**src/design/rcsfd_pkg.sv**
```systemverilog
// ----------------------------------------------------------------------------
// rcsfd_pkg
// Shared types and constants of the radio-receiver serial frame decoder.
// ----------------------------------------------------------------------------
`default_nettype none

package rcsfd_pkg;

  localparam int unsigned APB_AW = 4;
  localparam int unsigned APB_DW = 32;

  localparam logic [1:0] REG_TICK_LIMIT   = 2'd0;
  localparam logic [1:0] REG_LOST_LIMIT   = 2'd1;
  localparam logic [1:0] REG_THROTTLE_MIN = 2'd2;

  localparam logic [3:0]  TICK_LIMIT_RST   = 4'd4;
  localparam logic [5:0]  LOST_LIMIT_RST   = 6'd30;
  localparam logic [10:0] THROTTLE_MIN_RST = 11'd10;

  localparam logic [7:0] SYNC_NARROW_A = 8'h01;
  localparam logic [7:0] SYNC_NARROW_B = 8'hB2;
  localparam logic [7:0] SYNC_NARROW_C = 8'h02;
  localparam logic [7:0] SYNC_WIDE     = 8'h12;
  localparam logic [7:0] PREV_BYTE_RST = 8'hFF;

  localparam logic [4:0] SYNC_POS  = 5'd2;
  localparam logic [4:0] FRAME_LEN = 5'd16;

  typedef struct packed {
    logic [3:0]  tick_limit;
    logic [5:0]  lost_limit;
    logic [10:0] throttle_min;
  } cfg_t;

  typedef struct packed {
    logic accept;
    logic load;
  } ctl_cmd_t;

  typedef struct packed {
    logic run_req;
    logic cnt_last;
    logic out_free;
  } dp_status_t;

endpackage

`default_nettype wire

```
**src/design/rc_satellite_frame_decoder.sv**
```systemverilog
// ----------------------------------------------------------------------------
// rc_satellite_frame_decoder
// Decodes 16-byte radio-receiver frames into runs of channel values.
// ----------------------------------------------------------------------------
// Input channel: one item per transfer, either a received byte (mode_i = 0)
// or a supervisor tick (mode_i = 1). Output channel: one channel per
// transfer; a run carries CHANNELS results in index order, last_o on the
// final one, signal_lost_o on a zeroed run after too many resyncs.
// Each input item is taken while the controller is idle. An item that closes
// a good frame or declares signal lost starts a run: in_stall_o then stays
// high while the run moves through the single output register, one channel
// per cycle while the output is not stalled. The first result is loaded from
// the EMIT state entered on the accepting edge, once the output is free.
// A stall on the output holds the current result and pauses the run; the
// input is stalled until the last channel of the run is loaded.
// Reset clears the frame state, counters and all staged channels and
// loads the register defaults (tick_limit 4, lost_limit 30, throttle_min 10).
// Registers sit at byte addresses 0, 4 and 8 of the APB-style port.
// ----------------------------------------------------------------------------
`default_nettype none

module rc_satellite_frame_decoder #(
  parameter int unsigned CHANNELS = 12
) (
  input  wire logic                         clk_i,
  input  wire logic                         rst_ni,
  input  wire logic                         in_valid_i,
  output logic                              in_stall_o,
  input  wire logic                         mode_i,
  input  wire logic [7:0]                   data_byte_i,
  output logic                              out_valid_o,
  input  wire logic                         out_stall_i,
  output logic [3:0]                        channel_index_o,
  output logic [10:0]                       channel_value_o,
  output logic                              signal_lost_o,
  output logic                              last_o,
  input  wire logic                         psel,
  input  wire logic                         penable,
  input  wire logic                         pwrite,
  input  wire logic [rcsfd_pkg::APB_AW-1:0] paddr,
  input  wire logic [rcsfd_pkg::APB_DW-1:0] pwdata,
  output logic      [rcsfd_pkg::APB_DW-1:0] prdata,
  output logic                              pready
);

  rcsfd_pkg::cfg_t       cfg;
  rcsfd_pkg::ctl_cmd_t   cmd;
  rcsfd_pkg::dp_status_t status;

  rcsfd_cfg u_cfg (
    .clk_i   (clk_i),
    .rst_ni  (rst_ni),
    .psel    (psel),
    .penable (penable),
    .pwrite  (pwrite),
    .paddr   (paddr),
    .pwdata  (pwdata),
    .prdata  (prdata),
    .pready  (pready),
    .cfg_o   (cfg)
  );

  rcsfd_ctrl u_ctrl (
    .clk_i      (clk_i),
    .rst_ni     (rst_ni),
    .in_valid_i (in_valid_i),
    .in_stall_o (in_stall_o),
    .status_i   (status),
    .cmd_o      (cmd)
  );

  rcsfd_dpath #(
    .CHANNELS (CHANNELS)
  ) u_dpath (
    .clk_i           (clk_i),
    .rst_ni          (rst_ni),
    .cfg_i           (cfg),
    .cmd_i           (cmd),
    .status_o        (status),
    .mode_i          (mode_i),
    .data_byte_i     (data_byte_i),
    .out_stall_i     (out_stall_i),
    .out_valid_o     (out_valid_o),
    .channel_index_o (channel_index_o),
    .channel_value_o (channel_value_o),
    .signal_lost_o   (signal_lost_o),
    .last_o          (last_o)
  );

endmodule

`default_nettype wire

```
**src/design/rcsfd_cfg.sv**
```systemverilog
// ----------------------------------------------------------------------------
// rcsfd_cfg
// Configuration register file behind a simple APB-style port.
// ----------------------------------------------------------------------------
`default_nettype none

module rcsfd_cfg (
  input  wire logic                         clk_i,
  input  wire logic                         rst_ni,
  input  wire logic                         psel,
  input  wire logic                         penable,
  input  wire logic                         pwrite,
  input  wire logic [rcsfd_pkg::APB_AW-1:0] paddr,
  input  wire logic [rcsfd_pkg::APB_DW-1:0] pwdata,
  output logic      [rcsfd_pkg::APB_DW-1:0] prdata,
  output logic                              pready,
  output rcsfd_pkg::cfg_t                   cfg_o
);

  rcsfd_pkg::cfg_t cfg_q;
  logic            wr_en;
  logic [1:0]      reg_idx;

  assign pready  = 1'b1;
  assign wr_en   = psel & penable & pwrite;
  assign reg_idx = paddr[3:2];
  assign cfg_o   = cfg_q;

  always_ff @(posedge clk_i or negedge rst_ni) begin
    if (!rst_ni) begin
      cfg_q.tick_limit   <= rcsfd_pkg::TICK_LIMIT_RST;
      cfg_q.lost_limit   <= rcsfd_pkg::LOST_LIMIT_RST;
      cfg_q.throttle_min <= rcsfd_pkg::THROTTLE_MIN_RST;
    end else if (wr_en) begin
      case (reg_idx)
        rcsfd_pkg::REG_TICK_LIMIT:   cfg_q.tick_limit   <= pwdata[3:0];
        rcsfd_pkg::REG_LOST_LIMIT:   cfg_q.lost_limit   <= pwdata[5:0];
        rcsfd_pkg::REG_THROTTLE_MIN: cfg_q.throttle_min <= pwdata[10:0];
        default: ;
      endcase
    end
  end

  always_comb begin
    prdata = '0;
    case (reg_idx)
      rcsfd_pkg::REG_TICK_LIMIT:   prdata[3:0]  = cfg_q.tick_limit;
      rcsfd_pkg::REG_LOST_LIMIT:   prdata[5:0]  = cfg_q.lost_limit;
      rcsfd_pkg::REG_THROTTLE_MIN: prdata[10:0] = cfg_q.throttle_min;
      default:                     prdata       = '0;
    endcase
  end

endmodule

`default_nettype wire

```
**src/design/rcsfd_ctrl.sv**
```systemverilog
// ----------------------------------------------------------------------------
// rcsfd_ctrl
// Controller: takes items while idle and drains a channel run one per cycle while the output is free.
// ----------------------------------------------------------------------------
`default_nettype none

module rcsfd_ctrl (
  input  wire logic                  clk_i,
  input  wire logic                  rst_ni,
  input  wire logic                  in_valid_i,
  output logic                       in_stall_o,
  input  rcsfd_pkg::dp_status_t      status_i,
  output rcsfd_pkg::ctl_cmd_t        cmd_o
);

  typedef enum logic {
    ST_IDLE,
    ST_EMIT
  } state_e;

  state_e state_q;
  logic   stall_q;

  assign in_stall_o = stall_q;

  always_comb begin
    cmd_o.accept = in_valid_i && (state_q == ST_IDLE);
    cmd_o.load   = (state_q == ST_EMIT) && status_i.out_free;
  end

  always_ff @(posedge clk_i or negedge rst_ni) begin
    if (!rst_ni) begin
      state_q <= ST_IDLE;
      stall_q <= 1'b0;
    end else begin
      case (state_q)
        ST_IDLE: begin
          if (cmd_o.accept && status_i.run_req) begin
            state_q <= ST_EMIT;
            stall_q <= 1'b1;
          end
        end
        ST_EMIT: begin
          if (cmd_o.load && status_i.cnt_last) begin
            state_q <= ST_IDLE;
            stall_q <= 1'b0;
          end
        end
        default: begin
          state_q <= ST_IDLE;
          stall_q <= 1'b0;
        end
      endcase
    end
  end

endmodule

`default_nettype wire

```
**src/design/rcsfd_dpath.sv**
```systemverilog
// ----------------------------------------------------------------------------
// rcsfd_dpath
// Datapath: frame tracking, channel staging, supervision counters and the
// output register of the channel run.
// ----------------------------------------------------------------------------
`default_nettype none

module rcsfd_dpath #(
  parameter int unsigned CHANNELS = 12
) (
  input  wire logic             clk_i,
  input  wire logic             rst_ni,
  input  rcsfd_pkg::cfg_t       cfg_i,
  input  rcsfd_pkg::ctl_cmd_t   cmd_i,
  output rcsfd_pkg::dp_status_t status_o,
  input  wire logic             mode_i,
  input  wire logic [7:0]       data_byte_i,
  input  wire logic             out_stall_i,
  output logic                  out_valid_o,
  output logic [3:0]            channel_index_o,
  output logic [10:0]           channel_value_o,
  output logic                  signal_lost_o,
  output logic                  last_o
);

  localparam int unsigned IdxW = (CHANNELS > 1) ? $clog2(CHANNELS) : 1;

  logic        in_sync_q, in_sync_d;
  logic [4:0]  pos_q, pos_d;
  logic [7:0]  prev_q, prev_d;
  logic        wide_q, wide_d;
  logic        bad_q, bad_d;
  logic [3:0]  tick_q, tick_d;
  logic [5:0]  sil_q, sil_d;
  logic        lost_q, lost_d;
  logic [3:0]  cnt_q;
  logic        out_valid_q;
  logic [3:0]  out_idx_q;
  logic [10:0] out_val_q;
  logic        out_lost_q;
  logic        out_last_q;
  logic [10:0] stage_q [CHANNELS];

  logic [4:0]  pos_inc;
  logic [15:0] word;
  logic [3:0]  id;
  logic [10:0] val;
  logic        bad_eff;
  logic        stage_we;
  logic        stage_clr;
  logic        run_req;
  logic [4:0]  tick_inc;
  logic [6:0]  sil_inc;
  logic        cnt_last;

  assign cnt_last = (cnt_q == 4'(CHANNELS - 1));

  always_comb begin
    in_sync_d = in_sync_q;
    pos_d     = pos_q;
    prev_d    = prev_q;
    wide_d    = wide_q;
    bad_d     = bad_q;
    tick_d    = tick_q;
    sil_d     = sil_q;
    lost_d    = 1'b0;
    stage_we  = 1'b0;
    stage_clr = 1'b0;
    run_req   = 1'b0;
    pos_inc   = pos_q + 5'd1;
    word      = {prev_q, data_byte_i};
    id        = wide_q ? word[14:11] : word[13:10];
    val       = wide_q ? word[10:0] : {1'b0, word[9:0]};
    bad_eff   = bad_q;
    tick_inc  = {1'b0, tick_q} + 5'd1;
    sil_inc   = {1'b0, sil_q} + 7'd1;
    if (mode_i) begin
      if (tick_inc > {1'b0, cfg_i.tick_limit}) begin
        in_sync_d = 1'b0;
        pos_d     = '0;
        prev_d    = rcsfd_pkg::PREV_BYTE_RST;
        bad_d     = 1'b0;
        tick_d    = '0;
        if (sil_inc > {1'b0, cfg_i.lost_limit}) begin
          sil_d     = '0;
          stage_clr = 1'b1;
          run_req   = 1'b1;
          lost_d    = 1'b1;
        end else begin
          sil_d = sil_inc[5:0];
        end
      end else begin
        tick_d = tick_inc[3:0];
      end
    end else begin
      pos_d  = pos_inc;
      prev_d = data_byte_i;
      if (!in_sync_q) begin
        if (pos_inc == rcsfd_pkg::SYNC_POS) begin
          if (data_byte_i == rcsfd_pkg::SYNC_NARROW_A ||
              data_byte_i == rcsfd_pkg::SYNC_NARROW_B ||
              data_byte_i == rcsfd_pkg::SYNC_NARROW_C) begin
            wide_d    = 1'b0;
            in_sync_d = 1'b1;
          end else if (data_byte_i == rcsfd_pkg::SYNC_WIDE) begin
            wide_d    = 1'b1;
            in_sync_d = 1'b1;
          end else begin
            pos_d = '0;
          end
        end
      end else if (!pos_inc[0]) begin
        if (id == 4'd0 && val < cfg_i.throttle_min) begin
          bad_eff = 1'b1;
        end
        stage_we = ({1'b0, id} < 5'(CHANNELS)) && !bad_eff;
      end
      bad_d = bad_eff;
      if (pos_inc == rcsfd_pkg::FRAME_LEN) begin
        pos_d     = '0;
        in_sync_d = 1'b0;
        sil_d     = '0;
        run_req   = !bad_eff;
        bad_d     = 1'b0;
      end
    end
  end

  always_ff @(posedge clk_i or negedge rst_ni) begin
    if (!rst_ni) begin
      in_sync_q <= 1'b0;
      pos_q     <= '0;
      prev_q    <= rcsfd_pkg::PREV_BYTE_RST;
      wide_q    <= 1'b0;
      bad_q     <= 1'b0;
      tick_q    <= '0;
      sil_q     <= '0;
      lost_q    <= 1'b0;
      cnt_q     <= '0;
    end else begin
      if (cmd_i.accept) begin
        in_sync_q <= in_sync_d;
        pos_q     <= pos_d;
        prev_q    <= prev_d;
        wide_q    <= wide_d;
        bad_q     <= bad_d;
        tick_q    <= tick_d;
        sil_q     <= sil_d;
        lost_q    <= lost_d;
        cnt_q     <= '0;
      end else if (cmd_i.load) begin
        cnt_q <= cnt_q + 4'd1;
      end
    end
  end

  always_ff @(posedge clk_i or negedge rst_ni) begin
    if (!rst_ni) begin
      for (int i = 0; i < CHANNELS; i++) begin
        stage_q[i] <= '0;
      end
    end else if (cmd_i.accept) begin
      if (stage_clr) begin
        for (int i = 0; i < CHANNELS; i++) begin
          stage_q[i] <= '0;
        end
      end else if (stage_we) begin
        stage_q[id[IdxW-1:0]] <= val;
      end
    end
  end

  always_ff @(posedge clk_i or negedge rst_ni) begin
    if (!rst_ni) begin
      out_valid_q <= 1'b0;
    end else begin
      out_valid_q <= cmd_i.load | (out_valid_q & out_stall_i);
    end
  end

  always_ff @(posedge clk_i) begin
    if (cmd_i.load) begin
      out_idx_q  <= cnt_q;
      out_val_q  <= stage_q[cnt_q[IdxW-1:0]];
      out_lost_q <= lost_q;
      out_last_q <= cnt_last;
    end
  end

  assign status_o.run_req  = run_req;
  assign status_o.cnt_last = cnt_last;
  assign status_o.out_free = !out_valid_q || !out_stall_i;

  assign out_valid_o     = out_valid_q;
  assign channel_index_o = out_idx_q;
  assign channel_value_o = out_val_q;
  assign signal_lost_o   = out_lost_q;
  assign last_o          = out_last_q;

endmodule

`default_nettype wire

```
**config.mk**
```make
export PLATFORM = sky130hd
export DESIGN_NAME = rc_satellite_frame_decoder
export DESIGN_NICKNAME = d
export VERILOG_FILES = /design/src/design/rcsfd_pkg.sv /design/src/design/rc_satellite_frame_decoder.sv /design/src/design/rcsfd_cfg.sv /design/src/design/rcsfd_ctrl.sv /design/src/design/rcsfd_dpath.sv
export SDC_FILE = /design/constraint.sdc
export NUM_CORES = 1
export LEC_CHECK = 0
export BUFFER_PORTS_ARGS = -buffer_cell sky130_fd_sc_hd__buf_4
export CAP_MARGIN = 10
export CORE_ASPECT_RATIO = 2
export CORE_MARGIN = 5
export CORE_UTILIZATION = 55
export CTS_CLUSTER_DIAMETER = 200
export DETAILED_ROUTE_END_ITERATION = 7
export GPL_ROUTABILITY_DRIVEN = 0
export PLACE_DENSITY = 0.76
export SYNTH_ARGS = -nofsm -noshare
export SYNTH_HDL_FRONTEND = slang
export SYNTH_HIERARCHICAL = 1
export SYNTH_SLANG_ARGS = --single-unit
```
**constraint.sdc**
```tcl
create_clock -name clk_i -period 3.6 [get_ports clk_i]
set_input_delay 0.54 -clock clk_i [delete_from_list [all_inputs] [get_ports clk_i]]
set_output_delay 0.54 -clock clk_i [all_outputs]
set_load 0.05 [all_outputs]
```
# After elaboration in Yosys (flattened, before gate mapping)
# Index checks and enable logic that the tools add are counted.
totals:
  register_bits: 203
  in_bits: 52
  out_inout_bits: 52
classes:
  add_sub_neg: 4
  magnitude_cmp: 7
  n_eq_ne: 12
  mux: 61
  bitwise: 9
  reduce_logical: 29
ops:
  columns: ["op", "count"]
  rows:
  - ["$mux W132", 2]
  - ["$bwmux W132", 1]
  - ["$bmux W11 S4", 1]
  - ["$demux W11 S4", 1]
  - ["$mux W11", 4]
  - ["$mux W5", 8]
  - ["$mux W1", 30]
  - ["$mux W6", 4]
  - ["$mux W4", 4]
  - ["$mux W7", 2]
  - ["$reduce_and A2 Y1", 7]
  - ["$pmux W4 S3", 1]
  - ["$lt A11 B11 Y1", 1]
  - ["$ge A5 B5 Y1 const B", 2]
  - ["$not A4 Y5", 2]
  - ["$eq A8 B1 Y1 const B", 1]
  - ["$eq A8 B2 Y1 const B", 1]
  - ["$eq A8 B5 Y1 const B", 1]
  - ["$eq A8 B8 Y1 const B", 1]
  - ["$reduce_bool A2 Y1", 4]
  - ["$add A6 B1 Y7 const B", 1]
  - ["$gt A7 B6 Y1", 1]
  - ["$logic_and A1 B1 Y1", 7]
  - ["$add A4 B1 Y5 const B", 1]
  - ["23 further kinds", 34]

# Depth between registers and ports, before layout
depth:
  ltp_word: 16
  mapped_depth: 14
  depth_no_buf: 12

# Hierarchy
# The synthesis kept the hierarchy.
by_module_without_submodules:
  columns: ["module", "instances", "cells_per_inst", "area_each_um2", "seq_area_each_um2"]
  rows:
  - ["rcsfd_dpath", 1, 718, 9096.2, 4598.2]
  - ["rcsfd_cfg", 1, 94, 1207.4, 534.3]
  - ["rcsfd_ctrl", 1, 9, 100.1, 50.0]

# Worst setup path after synthesis
# OpenSTA, ideal clock, no wires.
synth_path:
  path_type: "register to register"
  startpoint: "register u_dpath.sil_q[0]"
  endpoint: "register u_ctrl.state_q"
  t_arrival_ns: 2.777
  path_slack_ns: 0.705
  path_stages_with_launch: 15
  synth_period_minus_slack_ns: 2.895
  cell_sequence: "dfrtp_1 -> ha_1 -> nor2b_1 -> or2_2 -> ha_1 -> a21oi_1 -> a21oi_1 -> o22ai_1 -> a211oi_4 -> buf_6 -> inv_1 -> o41ai_1 -> buf_4 -> and3b_1 -> a21o_1"
synth_via:
  elab_chain_len: 8
synth_rtl:
  columns: ["item", "line", "source"]
  rows:
  - ["start: declaration", "rcsfd_dpath.sv:34", "logic [5:0] sil_q, sil_d;"]
  - ["start signal: assignment", "rcsfd_dpath.sv:148", "sil_q <= sil_d;"]
  - ["$add A6 B1 Y7", "rcsfd_dpath.sv:76", "sil_inc = {1'b0, sil_q} + 7'd1;"]
  - ["$gt A7 B6 Y1", "rcsfd_dpath.sv:84", "if (sil_inc > {1'b0, cfg_i.lost_limit}) begin"]
  - ["$mux W1", "rcsfd_dpath.sv:84", null]
  - ["$mux W1", "rcsfd_dpath.sv:78", "if (tick_inc > {1'b0, cfg_i.tick_limit}) begin"]
  - ["$mux W1", "rcsfd_dpath.sv:77", "if (mode_i) begin"]
  - ["via u_dpath.run_req", "rcsfd_dpath.sv:51", "logic run_req;"]
  - ["$logic_and A1 B1 Y1", "rcsfd_ctrl.sv:38", "if (cmd_o.accept && status_i.run_req) begin"]
  - ["$mux W1", "rcsfd_ctrl.sv:38", null]
  - ["$pmux W1 S2", "rcsfd_ctrl.sv:36", "case (state_q)"]
  - ["end signal: assignment", "rcsfd_ctrl.sv:33", "state_q <= ST_IDLE;"]
  - ["end signal: assignment", "rcsfd_ctrl.sv:39", "state_q <= ST_EMIT;"]
  - ["end signal: assignment", "rcsfd_ctrl.sv:45", "state_q <= ST_IDLE;"]
  - ["end: declaration", "rcsfd_ctrl.sv:21", "state_e state_q;"]
# The timed path passes the listed nets, and every way through them passes these cells.
# A chain may end at the register's enable or synchronous reset.

# Worst setup path after layout
layout_path:
  startpoint: "register u_dpath.sil_q[1]"
  endpoint: "register u_dpath/stage_q[43] (netlist bit)"
layout_via:
  elab_chain_len: 7
  elab_cells_between_ends: 8
  classes_between: "add/sub (1); order compare (1); mux (4); reduce/logical (2)"
layout_rtl:
  columns: ["item", "line", "source"]
  rows:
  - ["$add A6 B1 Y7 *", "rcsfd_dpath.sv:76", null]
  - ["$gt A7 B6 Y1 *", "rcsfd_dpath.sv:84", null]
  - ["$mux W1 *", "rcsfd_dpath.sv:84", null]
  - ["$mux W1 *", "rcsfd_dpath.sv:78", null]
  - ["$mux W1 *", "rcsfd_dpath.sv:77", null]
  - ["$reduce_bool A2 Y1 (no source line)", null, null]
  - ["$reduce_and A2 Y1 (no source line)", null, null]
  - ["end signal: indexed assignment", "rcsfd_dpath.sv:168", "stage_q[id[IdxW-1:0]] <= val;"]
  - ["end: declaration", "rcsfd_dpath.sv:42", "logic [10:0] stage_q [CHANNELS];"]
# Mark *: on every way between the ends. The rest lies on a longest branch, timed or not.

==> results.tsv <==
metric	value	unit
DR pass1 iterations	4	
Clock Power Share	28.3	%
Slew Viols, Final	0	
CTS clk-pin slew, worst paths	60	ps
Worst Path Max Fanout	11	
fillers	1495	
initial antenna violation count	0	
crit end category	flop	
VDD IR max	547.5	uV
synth-to-layout area growth	11.06	%
Pint	4.645	mW
Tmin final	3190	ps
Die Height	204.5	um
port bufs	58	
required time worst endpoint	3970	ps
Syn. warnings	6	
vias in the first global route	7427	
root buffer cell	clkbuf_16	
highest cell delay on the worst timing path	410	ps
CP max-delay cell	dfrtp_1	
Routed WL	23790	um
most common cell in the netlist	dfrtp_1	
vias per std cell	6.151	
Post-Synthesis Cells	821	
Slew @ Worst Pin	811.6	ps
relative slew slack	45.89	%
minimum hold slack	129.8	ps
Nets	950	
RSZ-0062 raised after global routing	false	
min-delay worst type	in -> async	
final core utilization	61.64	%
switching power total	2.552	mW
Vias	6975	
Yosys top cell area share	41.37	%
top post-synthesis cells by area	dfrtp_1, o2bb2ai_1, mux4_2, edfxtp_1, ha_1	
initial core utilization	55.50	%
DRC Markers	0	
CTS Buffer Depth	3	
setup TNS	0	ps
global-route wire length before repair	39030	um
gr ovfl total	0	
Final ANT Viol Nets	0	
fmax	313.4	MHz
GRT Resource Usage Total	22.29	%
CTS tree	done	
FF/Latch Area	5184	sq um
Avg WL per Cell	20.98	um
Top Ports	104	
Setup violations, final	0	
Comb power frac	29.5	%
post-DP HPWL	17530	um
fraction of layout cells with a size suffix above 1	23.78	%
flops & latches, synth	203	
final setup skew	12.70	ps
Antenna diodes	0	
asr flop ratio synth	91.63	%
CP top delay family	compound AO/OA/AOI/OAI gates	
Initial DRC Count	331	
Main synth FF type	dfrtp_1	
CP Launch Type	flop	
worst reg-to-reg setup slack	410	ps
CP bufs+invs	2	
Sw Share	35.46	%
post-synthesis sequential area ratio	49.81	%
multi-input logic area	4641	sq um
Post-synth EDFFs	17	
die area	21930	sq um
crit path kind	reg -> reg	
post-route setup slack	409.6	ps
max-cap violation count	0	
count of cell types in the netlist	73	
# clock sinks	203	
sequential power share	42.1	%
num rows	71	
Commonest cells post-synth	dfrtp_1, o2bb2ai_1, inv_1, nand2_1, mux4_2	
Syn Area/Cell	12.67	sq um
final hold viol count	0	
Die Wd	107.3	um
synthesized area	10400	sq um
total CTS buffers	19	
Clock Latency Late Sink	490	ps
Place WS	41.76	ps
Leak	4.989	nW
CP Cell Sequence	ha_1 -> nor2b_1 -> or2_2 -> ha_1 -> a21oi_1 -> a21oi_1 -> o22ai_1 -> buf_4 -> a211oi_4 -> buf_4 -> o22ai_4 -> a32o_1	
Synth area leader	dfrtp_1	
total power	7.197	mW
Critical Path AT	3560	ps
status	complete, no violations	
Pwr Density	622.8	nW/um^2
fin crit share	88.62	%
pin count of the biggest net entering global routing	88	
Core Region	18740	sq um
H-tree depth	1	
-- repair_timing --
| action | in CTS | in global routing |
|---|---|---|
| setup endpoints to repair | 0 | 132 |
| hold buffers | 0 | 0 |
| setup buffers | 0 | 1 |
| resized for setup | 0 | 0 |
-- state kept, by name (all words and copies together) (netlist names), 4 cells and up --
| signal | count |
|---|---|
| u_dpath/stage_q | 132 |
| u_dpath/channel_value_o | 11 |
| u_dpath/tick_q | 4 |
| u_dpath/pos_q | 5 |
| u_dpath/sil_q | 6 |
| u_cfg/cfg_o | 21 |
| u_dpath/prev_q | 7 |
| u_dpath/cnt_q | 4 |
| u_dpath/channel_index_o | 4 |
-- area by class of cell --
cell class	instances	area share, %
Sequential cell	203	44.86
Clock buffer	26	4.602
Multi-Input combinational cell	520	40.16
Timing Repair Buffer	80	5.447
Tap cell	255	2.761
Inverter	43	1.397
Clock inverter	7	0.7688
-- cells by family (layout without fill, tap and decap cells) --
logic type	count (synthesis)	count (layout)	synth area share [%]
AO/OA/AOI/OAI	238	238	20.37
XOR/XNOR	9	9	0.7576
adder cells (fa/ha/maj)	31	31	3.728
buffers and inverters	118	156	6.362
flip-flops	203	203	49.81
multiplexers	68	68	11.14
other	2	22	0.07219
AND/OR/NAND/NOR	152	152	7.757
-- through the flow --
| step | instance area, sq um | instances |
|---|---|---|
| global placement | 10910 | 1100 |
| CTS | 11530 | 1133 |
| detailed placement | 10910 | 1100 |
| floorplan | 10480 | 841 |
| global route | 11550 | 1134 |
| finish | 11550 | 1134 |
-- layer usage --
metal / vias to the layer above / GRT usage (%) / wire length [um]
li1: 3204 / - / -
met1: 3575 / 23.91 / 8440
met2: 149 / 43.08 / 13760
met3: 47 / 2.491 / 832
met4: 0 / 9.374 / 758
met5: - / 0 / 0
-- cells in the final DEF (no fill, tap or decap), types with 14 or more instances in the layout --
cell	n
conb_1	22
ha_1	31
nand3_1	15
o2bb2ai_1	102
nor2_1	28
a21oi_1	16
dfstp_2	14
a22o_1	16
nand2_1	42
mux4_2	33
inv_1	42
buf_4	77
o22ai_1	15
o21ai_0	14
a32o_1	21
clkbuf_16	19
dfrtp_1	171
edfxtp_1	17
-- power by group through the flow --
stage          logic (mW)  clock network [mW]  registers, mW
6_report             2.12                2.04           3.03
2_1_floorplan        1.47                   0           3.13
4_1_cts              2.13                2.09           3.03
3_5_place_dp         2.13                   0           3.07
3_3_place_gp         2.09                   0           3.06
5_1_grt              2.31                2.17           3.09
-- path summary, 6_finish.rpt --
path	endpoint	cells past startpoint	from
worst max-delay path	u_dpath/stage_q[43]$_DFFE_PN0P_	12	u_dpath/sil_q[1]$_DFFE_PN0P_
worst min-delay path	u_cfg/cfg_o[7]$_DFFE_PN0P_	1	rst_ni
worst max register to register	u_dpath/stage_q[43]$_DFFE_PN0P_	12	u_dpath/sil_q[1]$_DFFE_PN0P_
worst min register to register	u_dpath/channel_index_o[1]$_DFFE_PP_	0	u_dpath/cnt_q[1]$_DFFE_PN0P_
max in group asynchronous	u_dpath/prev_q[6]$_DFFE_PN1P_	2	rst_ni
min in group clk_i	u_cfg/cfg_o[6]$_DFFE_PN0P_	2	pwdata[6]
Power figures use the tool's default switching activity.
